==> config.mk <==
export PLATFORM = sky130hd
export DESIGN_NAME = double_ended_queue_unit_flat
export DESIGN_NICKNAME = d
export VERILOG_FILES = /design/src/design/deq_pkg.sv /design/src/design/deq_if.sv /design/src/design/deq_ram.sv /design/src/design/double_ended_queue_unit.sv /design/src/flat_wrapper.sv
export VERILOG_INCLUDE_DIRS = /design/src /design/src/design
export SDC_FILE = /design/constraint.sdc
export NUM_CORES = 1
export LEC_CHECK = 0
export BUFFER_PORTS_ARGS = -buffer_cell sky130_fd_sc_hd__buf_2
export CAP_MARGIN = 20
export CELL_PAD_IN_SITES_DETAIL_PLACEMENT = 0
export CELL_PAD_IN_SITES_GLOBAL_PLACEMENT = 1
export CORE_MARGIN = 10
export CORE_UTILIZATION = 56
export DETAILED_ROUTE_END_ITERATION = 12
export PLACE_DENSITY_LB_ADDON = 0.2
export SLEW_MARGIN = 25
export SYNTH_ARGS = -nofsm -noshare
export SYNTH_HDL_FRONTEND = slang
export SYNTH_SLANG_ARGS = --single-unit
==> constraint.sdc <==
create_clock -name clk -period 5.7 [get_ports clk]
set_input_delay 0.57 -clock clk [delete_from_list [all_inputs] [get_ports clk]]
set_output_delay 0.57 -clock clk [all_outputs]
set_load 0.02 [all_outputs]
==> src/design/assert_macros.svh <==
// ----------------------------------------------------------------------------
// Assertion macros
// Concurrent assertion wrappers used by the double-ended queue unit.
// ----------------------------------------------------------------------------
`ifndef ASSERT_MACROS_SVH
`define ASSERT_MACROS_SVH

`ifndef ASSERT_OFF

// The expression holds at every clock edge out of reset.
`define ASSERT_ALWAYS(label, clk, rst, expr) \
  label: assert property (@(posedge clk) disable iff (rst) (expr)) \
    else $error("assertion failed");

// The consequent holds at the same edge as the antecedent.
`define ASSERT_IMPLIES(label, clk, rst, ante, cons) \
  label: assert property (@(posedge clk) disable iff (rst) (ante) |-> (cons)) \
    else $error("assertion failed");

// The consequent holds at the edge after the antecedent.
`define ASSERT_NEXT(label, clk, rst, ante, cons) \
  label: assert property (@(posedge clk) disable iff (rst) (ante) |=> (cons)) \
    else $error("assertion failed");

`else

`define ASSERT_ALWAYS(label, clk, rst, expr)
`define ASSERT_IMPLIES(label, clk, rst, ante, cons)
`define ASSERT_NEXT(label, clk, rst, ante, cons)

`endif

`endif

==> src/design/deq_pkg.sv <==
// ----------------------------------------------------------------------------
// Double-ended queue package
// Sizes, command and status codes, and ring pointer helpers.
// ----------------------------------------------------------------------------
package deq_pkg;

  // Ring store size and derived widths.
  localparam int DEPTH  = 16;
  localparam int PTR_W  = $clog2(DEPTH);
  localparam int CNT_W  = $clog2(DEPTH + 1);
  localparam int VAL_W  = 32;
  localparam int OCC_W  = 5;

  typedef logic [PTR_W-1:0] ptr_t;
  typedef logic [CNT_W-1:0] count_t;
  typedef logic signed [VAL_W-1:0] value_t;

  typedef enum logic [1:0] {
    CMD_PUSH_FRONT = 2'd0,
    CMD_PUSH_BACK  = 2'd1,
    CMD_POP_FRONT  = 2'd2,
    CMD_POP_BACK   = 2'd3
  } cmd_t;

  typedef enum logic [1:0] {
    ST_OK        = 2'd0,
    ST_UNDERFLOW = 2'd1,
    ST_OVERFLOW  = 2'd2
  } status_t;

  typedef enum logic {
    S_IDLE,
    S_EXEC
  } state_t;

  // Advance a ring pointer by one entry, wrapping at the top of the store.
  function automatic ptr_t ptr_inc(input ptr_t p);
    return (p == PTR_W'(DEPTH - 1)) ? '0 : p + 1'b1;
  endfunction

  // Step a ring pointer back by one entry, wrapping at the bottom.
  function automatic ptr_t ptr_dec(input ptr_t p);
    return (p == '0) ? PTR_W'(DEPTH - 1) : p - 1'b1;
  endfunction

endpackage

==> src/design/deq_if.sv <==
// ----------------------------------------------------------------------------
// Double-ended queue channels
// Command and response channels with a valid/ready handshake.
// ----------------------------------------------------------------------------

// Command channel: one item is one queue command.
interface deq_req_if;
  import deq_pkg::*;

  logic   valid;
  logic   ready;
  cmd_t   cmd;
  value_t push_value;

  modport source (output valid, output cmd, output push_value, input ready);
  modport sink   (input valid, input cmd, input push_value, output ready);
endinterface

// Response channel: one item per command.
interface deq_rsp_if;
  import deq_pkg::*;

  logic             valid;
  logic             ready;
  value_t           pop_value;
  status_t          status;
  logic [OCC_W-1:0] occupancy;

  modport source (output valid, output pop_value, output status, output occupancy,
                  input ready);
  modport sink   (input valid, input pop_value, input status, input occupancy,
                  output ready);
endinterface

==> src/design/deq_ram.sv <==
// ----------------------------------------------------------------------------
// Double-ended queue entry store
// One write port and one read port with registered read data.
// ----------------------------------------------------------------------------
module deq_ram (
  input  logic          clk,
  input  logic          wr_en,
  input  deq_pkg::ptr_t wr_addr,
  input  deq_pkg::value_t wr_data,
  input  logic          rd_en,
  input  deq_pkg::ptr_t rd_addr,
  output deq_pkg::value_t rd_data
);
  import deq_pkg::*;

  value_t mem [DEPTH];

  // Write port.
  always_ff @(posedge clk) begin
    if (wr_en) begin
      mem[wr_addr] <= wr_data;
    end
  end

  // Read port; the data holds until the next read.
  always_ff @(posedge clk) begin
    if (rd_en) begin
      rd_data <= mem[rd_addr];
    end
  end

endmodule

==> src/design/double_ended_queue_unit.sv <==
// Latency: a command accepted at one edge has its response registered at the next edge,
// later only while the previous response waits on the response channel.
// A new command is taken only in the idle state, once the previous one has finished.
// Reset: synchronous and active high; empties the queue and clears both pointers.
// Entries are not cleared; a pop only returns entries that a push has written.
// ----------------------------------------------------------------------------
// Double-ended queue unit
// Ring store with front and back pointers, push and pop at either end.
// ----------------------------------------------------------------------------
`include "assert_macros.svh"

module double_ended_queue_unit (
  input logic       clk,
  input logic       rst,
  deq_req_if.sink   req,
  deq_rsp_if.source rsp
);
  import deq_pkg::*;

  state_t  state;
  state_t  state_next;
  ptr_t    front_ptr;
  ptr_t    front_ptr_next;
  ptr_t    back_ptr;
  ptr_t    back_ptr_next;
  count_t  fill_count;
  count_t  fill_count_next;
  cmd_t    cmd_q;
  value_t  value_q;
  logic    rsp_valid;

  logic    accept;
  logic    out_free;
  logic    finish;
  logic    is_push;
  logic    full;
  logic    empty;
  logic    rd_en;
  ptr_t    rd_addr;
  value_t  rd_data;
  logic    wr_en;
  ptr_t    wr_addr;
  status_t status_c;
  value_t  pop_c;
  ptr_t    ring_end;

  // Handshake on both channels.
  assign req.ready = (state == S_IDLE);
  assign accept    = req.valid && req.ready;
  assign out_free  = !rsp_valid || rsp.ready;
  assign finish    = (state == S_EXEC) && out_free;
  assign rsp.valid = rsp_valid;

  // Read at accept time: the front entry, or the entry just below the back pointer.
  // A write from an earlier command lands at its finish edge, before any later read.
  assign rd_en   = accept;
  assign rd_addr = (req.cmd == CMD_POP_BACK) ? ptr_dec(back_ptr) : front_ptr;

  deq_ram u_ram (
    .clk     (clk),
    .wr_en   (wr_en),
    .wr_addr (wr_addr),
    .wr_data (value_q),
    .rd_en   (rd_en),
    .rd_addr (rd_addr),
    .rd_data (rd_data)
  );

  // Next state.
  always_comb begin
    state_next = state;
    case (state)
      S_IDLE: begin
        if (accept) begin
          state_next = S_EXEC;
        end
      end
      S_EXEC: begin
        if (finish) begin
          state_next = S_IDLE;
        end
      end
      default: state_next = S_IDLE;
    endcase
  end

  // Command execution: status, popped value, store write and pointer updates.
  always_comb begin
    is_push         = (cmd_q == CMD_PUSH_FRONT) || (cmd_q == CMD_PUSH_BACK);
    full            = (fill_count == CNT_W'(DEPTH));
    empty           = (fill_count == '0);
    status_c        = ST_OK;
    pop_c           = '0;
    wr_en           = 1'b0;
    wr_addr         = back_ptr;
    front_ptr_next  = front_ptr;
    back_ptr_next   = back_ptr;
    fill_count_next = fill_count;
    if (is_push && full) begin
      status_c = ST_OVERFLOW;
    end else if (!is_push && empty) begin
      status_c = ST_UNDERFLOW;
    end else begin
      case (cmd_q)
        CMD_PUSH_FRONT: begin
          front_ptr_next  = ptr_dec(front_ptr);
          wr_addr         = front_ptr_next;
          wr_en           = finish;
          fill_count_next = fill_count + 1'b1;
        end
        CMD_PUSH_BACK: begin
          wr_addr         = back_ptr;
          wr_en           = finish;
          back_ptr_next   = ptr_inc(back_ptr);
          fill_count_next = fill_count + 1'b1;
        end
        CMD_POP_FRONT: begin
          pop_c           = rd_data;
          front_ptr_next  = ptr_inc(front_ptr);
          fill_count_next = fill_count - 1'b1;
        end
        CMD_POP_BACK: begin
          pop_c           = rd_data;
          back_ptr_next   = ptr_dec(back_ptr);
          fill_count_next = fill_count - 1'b1;
        end
        default: begin
          status_c = ST_OK;
        end
      endcase
    end
  end

  // Control registers.
  always_ff @(posedge clk) begin
    if (rst) begin
      state      <= S_IDLE;
      front_ptr  <= '0;
      back_ptr   <= '0;
      fill_count <= '0;
      rsp_valid  <= 1'b0;
    end else begin
      state <= state_next;
      if (finish) begin
        front_ptr  <= front_ptr_next;
        back_ptr   <= back_ptr_next;
        fill_count <= fill_count_next;
        rsp_valid  <= 1'b1;
      end else if (rsp.ready) begin
        rsp_valid <= 1'b0;
      end
    end
  end

  // Captured command and response payload.
  always_ff @(posedge clk) begin
    if (accept) begin
      cmd_q   <= req.cmd;
      value_q <= req.push_value;
    end
    if (finish) begin
      rsp.pop_value <= pop_c;
      rsp.status    <= status_c;
      rsp.occupancy <= OCC_W'(fill_count_next);
    end
  end

  // Where the back pointer must sit for the current front pointer and fill count.
  always_comb begin
    if ((CNT_W + 1)'(front_ptr) + (CNT_W + 1)'(fill_count) >= (CNT_W + 1)'(DEPTH)) begin
      ring_end = PTR_W'((CNT_W + 1)'(front_ptr) + (CNT_W + 1)'(fill_count)
                        - (CNT_W + 1)'(DEPTH));
    end else begin
      ring_end = PTR_W'((CNT_W + 1)'(front_ptr) + (CNT_W + 1)'(fill_count));
    end
  end

  // The fill count never passes the store size.
  `ASSERT_ALWAYS(a_fill_bound, clk, rst, fill_count <= CNT_W'(DEPTH))
  // Back pointer stays one past the last entry counted from the front.
  `ASSERT_ALWAYS(a_ptr_consistent, clk, rst, back_ptr == ring_end)
  // An overflow is only reported with the store full.
  `ASSERT_IMPLIES(a_overflow_full, clk, rst, rsp.valid && rsp.status == ST_OVERFLOW,
                  rsp.occupancy == OCC_W'(DEPTH))
  // An underflow leaves the queue empty and returns zero.
  `ASSERT_IMPLIES(a_underflow_empty, clk, rst, rsp.valid && rsp.status == ST_UNDERFLOW,
                  rsp.occupancy == '0 && rsp.pop_value == '0)
  // A command in flight always yields a response at the next edge when the output is free.
  `ASSERT_NEXT(a_finish_resp, clk, rst, finish, rsp.valid && state == S_IDLE)

endmodule

==> src/flat_wrapper.sv <==
// flat-port wrapper written by rule: the top's interface ports become plain ports
module double_ended_queue_unit_flat import deq_pkg::*;
  (clk, rst, req_valid, req_cmd, req_push_value, req_ready, rsp_valid, rsp_pop_value, rsp_status, rsp_occupancy, rsp_ready);
  deq_req_if req_i ();
  deq_rsp_if rsp_i ();
  input logic clk;
  input logic rst;
  input wire logic [$bits(req_i.valid)-1:0] req_valid;
  input wire logic [$bits(req_i.cmd)-1:0] req_cmd;
  input wire logic [$bits(req_i.push_value)-1:0] req_push_value;
  output wire logic [$bits(req_i.ready)-1:0] req_ready;
  output wire logic [$bits(rsp_i.valid)-1:0] rsp_valid;
  output wire logic [$bits(rsp_i.pop_value)-1:0] rsp_pop_value;
  output wire logic [$bits(rsp_i.status)-1:0] rsp_status;
  output wire logic [$bits(rsp_i.occupancy)-1:0] rsp_occupancy;
  input wire logic [$bits(rsp_i.ready)-1:0] rsp_ready;
  assign req_i.valid = req_valid;
  assign req_i.cmd = req_cmd;
  assign req_i.push_value = req_push_value;
  assign req_ready = req_i.ready;
  assign rsp_valid = rsp_i.valid;
  assign rsp_pop_value = rsp_i.pop_value;
  assign rsp_status = rsp_i.status;
  assign rsp_occupancy = rsp_i.occupancy;
  assign rsp_i.ready = rsp_ready;
  double_ended_queue_unit u_core (.clk(clk), .rst(rst), .req(req_i), .rsp(rsp_i));
endmodule
## Word level (Yosys, flattened, before mapping)

Memory sizes are Yosys's and may differ from the RTL's. A register that Yosys moved wholly into a read port is not among the register bits.
Cells that the tools add are included.

- Register bits after elaboration: 88
- Word-level logic and storage cells: 72
- Output and inout port bits: 41
- Memories kept: 1
- Bits in writable memories: 512

Memory list:

| memory | words | width | rd ports | clocked after memory_dff | write ports | RTL line | source |
|---|---|---|---|---|---|---|---|
| u_core.u_ram.mem | 16 | 32 | 1 | 1 | 1 | deq_ram.sv:16 | `value_t mem [DEPTH];` |

- Muxes and demuxes: 24
- Equal/unequal tests: 7
- Reduce and logical (&&, ||, !) cells: 20
- Bitwise operators: 4
- $add $sub $neg: 6

Operators with widths:

| kind | count |
|---|---|
| 4-bit two-way mux | 8 |
| 4-bit case mux with 2 select lines | 2 |
| 1-bit two-way mux | 10 |
| 5-bit two-way mux | 2 |
| 5-bit case mux with 2 select lines | 1 |
| 4-bit by 1-bit adder with 4-bit output (second input constant) | 2 |
| 4-bit == test (second input constant) | 2 |
| 4-bit logical NOT | 2 |
| 4-bit AND reduction | 2 |
| 4-bit by 1-bit subtractor with 4-bit output (second input constant) | 2 |
| 2-bit == test (second input constant) | 3 |
| 2-bit nonzero test | 3 |
| 5-bit by 1-bit adder with 5-bit output (second input constant) | 1 |
| 5-bit == test (second input constant) | 1 |
| 5-bit logical NOT | 1 |
| 5-bit by 1-bit subtractor with 5-bit output (second input constant) | 1 |
| 1-bit logical AND | 4 |
| 1-bit inverter | 4 |
| 2-bit OR reduction | 2 |
| 3-bit OR reduction | 1 |
| 2-bit by 1-bit == test with 1-bit output (second input constant) | 1 |
| 1-bit logical NOT | 2 |
| 2-bit logical NOT | 1 |
| 1-bit logical OR | 2 |
| 1-bit case mux with 2 select lines | 1 |

## Longest topological paths before layout

- Word-level depth: 8
- Mapped depth: 12
- Depth with buffers taken out: 8

## Modules after synthesis

A second synthesis with hierarchy kept.

- Cell total of the unflattened synthesis: 1109
- Area total of the unflattened synthesis: 23824.1 um^2

Modules (own cells, without submodules):

| module | area each (um^2) | cells each | sequential area each (um^2) | instances |
|---|---|---|---|---|
| deq_ram | 20155.6 | 838 | 16335.7 | 1 |
| double_ended_queue_unit | 3668.5 | 271 | 2492.4 | 1 |

## Worst setup path before layout

No wires, ideal clock.

- Path type: input to register
- Start point: input req_valid
- End point: register u_core.cmd_q[0] (enable)
- Slack: 1.732 ns
- Required time: 5.202 ns
- Buffers on the path: 0
- Cell stages on the path: 1
- Library setup time: 0.498 ns
- Data arrival time: 3.470 ns
- Cells stage by stage: nor2b_1

- Longest elaborated chain between the ends: 1

Ends and longest elaborated chain:

| what | RTL line | source |
|---|---|---|
| from (decl) | flat_wrapper.sv:8 | `input wire logic [$bits(req_i.valid)-1:0] req_valid;` |
| 1-bit logical AND | double_ended_queue_unit.sv:49 | `assign accept = req.valid && req.ready;` |
| to (signal assigned) | double_ended_queue_unit.sv:158 | `cmd_q <= req.cmd;` |
| to (decl) | double_ended_queue_unit.sv:28 | `cmd_t cmd_q;` |

Every way passes these cells.
A chain may end at the register's enable or synchronous reset.

## Final worst setup path

- Start point: register u_core.back_ptr[0]
- End point: register u_core.u_ram.rd_data[21] (read register of u_core.u_ram.mem) (data pin)

- Longest elaborated chain between the ends: 3
- Elaborated cells on any way between the ends: 4

Ends and longest elaborated chain:

| what | RTL line | source |
|---|---|---|
| from (decl) | double_ended_queue_unit.sv:24 | `ptr_t back_ptr;` |
| from (signal assigned) | double_ended_queue_unit.sv:146 | `back_ptr <= back_ptr_next;` |
| 4-bit by 1-bit subtractor with 4-bit output / 4-bit logical NOT (equally long branches) | deq_pkg.sv:43 | `return (p == '0) ? PTR_W'(DEPTH - 1) : p - 1'b1;` |
| 4-bit two-way mux (*) | deq_pkg.sv:43 |  |
| 4-bit two-way mux (*) | double_ended_queue_unit.sv:57 | `assign rd_addr = (req.cmd == CMD_POP_BACK) ? ptr_dec(back_ptr) : front_ptr;` |
| to (decl) | deq_ram.sv:12 | `output deq_pkg::value_t rd_data` |

Every way passes the cells marked *; elsewhere a longest branch is shown, timed or not.

==> impl_metrics.ini <==
[status]
status = complete, no violations

[timing]
rsz0062_at_grt = no
worst_slack_ns = 1.533
timing.fmax_mhz = 240.0
hold_viol = 0
skew_ns = 0.02056
worst_slew_pin_slew_ns = 1.018
whs_ns = 0.1023
maxSlewHeadroom = 0.3197
maxSlewViolCount = 0
fin_crit_ns = 4.167
finalSetupViolations = 0
setup_tns_ns = 0
fin_crit_sh = 0.7311

[clock_tree]
cts_made_buffers = 61
clock_tree.buffer_depth = 3
h-tree-depth = 2
cts_setup_buffers = 0
clk_pin_slew_ns = 0.06
cts_resized = 0
clkLatencyLatePin_ns = 0.64
cts_root_buffer = clkbuf_16
cts_hold_buf = 0
cts.sinks = 632
cts_tree = built

[yosys]
synthArstFlopShare = 0
synth_area_um2 = 24770
syn_inst = 1811
yosys_warnings = 0
synth.distinct_cells = 58
synth_top_flop_cell = edfxtp_1
synth_fp_nets = 1857
synth_seq_cells = 632
post_synth.cell_area_avg_um2 = 13.67
seq_area_frac_synth = 0.7603
synth_edf_count = 617

[global_routing]
grt_pass1_wl_um = 89250
grt_max_degree = 81
grt_pass1_vias = 14410
antenna_found_initial = 0
grt_use_total = 0.2197
gr-total-overflow = 0

[finish]
synthToLayoutAreaGrowth_pct = 13.49
nNetsFinal = 1927
layout-drive-gt1-share = 0.1330
diodes = 0

[power]
leakage_nw = 10.00
powerDensity_nw_per_um2 = 373.3
peakVddDrop_mv = 0.2493

[critical_path]
setup.worst_path.start = u_core.back_ptr[0]
cp.required_ns = 6.16
regToRegStartpoint = u_core.back_ptr[0]
crit_path_start_kind = flop
endpoint_kind = flop
critical_path_class = reg2reg
crit_fanout = 80
arrival_ns = 4.63
r2r_cells = 9

[drt]
first_iter_violations = 1662
routed-via-count = 14940
viasPerCell = 5.936
wl_per_cell_um = 23.54
ant_nets = 0
drt_first_pass_iters = 7
drc = 0
postRouteWirelength_um = 59250

[min_path]
worstHoldPathCells = 1
min_path_type = in2reg
min_from = req_push_value[12]

[floorplanning]
num_rows = 76
core_um2 = 43360
start_util = 0.5711
die_area_um2 = 53040
ioPinCount = 79
die_x_um = 230.3
die_h_um = 230.3

[placement]
pre_cts_ws_ns = 1.507
post-dp-hpwl_um = 32300
gp_congestion = 0.7870
port_buffers = 78

[job]
max_cap_viol_count = 0
## final timing paths
check                        endpoint  slack [ns]
max          u_core.u_ram.rd_data[21]        1.53
min                u_core.value_q[12]        0.10
max reg2reg  u_core.u_ram.rd_data[21]        1.53
min reg2reg          u_core.rsp.valid        0.50
## flip-flops by register name, summed over array words and instances (netlist names)
name and count:
u_core.u_ram.mem 512, u_core.rsp.pop_value 32, u_core.u_ram.rd_data 32, u_core.value_q 32, u_core.fill_count 5, u_core.rsp.occupancy 5
u_core.back_ptr 4, u_core.front_ptr 4, u_core.cmd_q 2, u_core.rsp.status 2, u_core.rsp.valid 1, u_core.state 1
## metal layers
metal,part of all wire,track usage,vias up
li1,-,-,6821
met1,0.43,0.3072,7472
met2,0.47,0.3508,563
met3,0.073,0.04001,84
met4,0.020,0.05694,0
met5,0,0,-
## where the power goes
part	internal, mW	total, mW	switching [mW]
clock	2.58	4.31	1.73
sequential	5.25	5.35	0.0989
combinational	0.253	0.841	0.588
total	8.08	10.5	2.41
## metrics by stage
stage            util  std cells  instance area [µm²]  power, mW
2_1_floorplan       -       1811                24770      5.977
3_3_place_gp   0.5953       2397                25810      6.263
3_5_place_dp   0.5977       2402                25920      6.285
4_1_cts        0.6473       2516                28070      10.56
5_1_grt        0.6482       2517                28110      10.83
6_report       0.6482       2517                28110      10.49
## Yosys cell counts, drive strengths merged, types with 2 or more instances
cell,count,area (µm²)
dfxtp,15,300.3
a211oi,68,510.5
o22ai,65,420.4
nand2b,8,50.05
o31ai,33,247.7
and2,34,214.0
o21bai,2,15.01
a31oi,5,31.28
edfxtp,617,18530
mux2,2,22.52
a21oi,18,93.84
inv,12,45.04
nand2,525,1973
buf,49,274.0
xnor2,4,42.55
o21ai,38,190.2
nand3,68,340.3
clkbuf,62,232.7
ha,7,87.58
nor3,8,51.30
mux2i,4,40.04
nor2,40,171.4
xor2,2,17.52
nor2b,4,25.02
o211ai,2,20.02
a22oi,2,15.01
nor3b,2,31.28
a21o,2,15.01
and3,65,406.6
a41oi,2,17.52
nand4,34,212.7
## cell type report
class / count / area, µm²
Sequential cell: 632 / 18830
Tap cell: 585 / 732.0
Fill cell: 3159 / 15250
Timing Repair Buffer: 118 / 775.7
Inverter: 13 / 48.80
Clock inverter: 42 / 560.5
Multi-Input combinational cell: 1055 / 5573
Clock buffer: 72 / 1589
## layout by cell type, fill, tap and decap left out, drive strengths merged, types with 2 or more instances in the layout
master,netlist,layout
inv,12,14
a22oi,2,2
clkbuf,62,72
dfxtp,15,15
nor2b,4,4
a21oi,18,18
and3,65,65
edfxtp,617,617
clkinv,1,25
o211ai,2,2
mux2,2,2
o31ai,33,33
o21ai,38,38
xor2,2,2
buf,49,118
o21bai,2,2
a21o,2,2
o22ai,65,65
clkinvlp,0,3
nand2b,8,8
a41oi,2,2
mux2i,4,4
nor3b,2,2
bufinv,0,13
and2,34,34
nor3,8,8
xnor2,4,4
a31oi,5,5
nand3,68,68
nand2,525,525
nor2,40,40
a211oi,68,68
nand4,34,34
ha,7,7
## worst max-delay path, cell delays in order (launching register included)
cell	delay, ns
dfxtp_1	0.52
inv_1	0.15
ha_1	0.35
nand3_2	0.64
nand2_4	0.76
buf_4	0.76
a211oi_1	0.16
o21ai_0	0.21
nand4_1	0.17
o31ai_1	0.15
## kinds of logic (layout without fill, tap and decap cells)
kind of cell	after synthesis	in the layout	synth area share
and+or+nand+nor	793	793	0.1423
DFF	632	632	0.7603
AOI/OAI and AO/OA	242	242	0.06568
buffers and inverters	124	245	0.02243
adders and majority gates	8	8	0.004345
xor gates and xnor gates	6	6	0.002426
muxes	6	6	0.002526
Note: power is estimated with default switching activity, not from simulation.
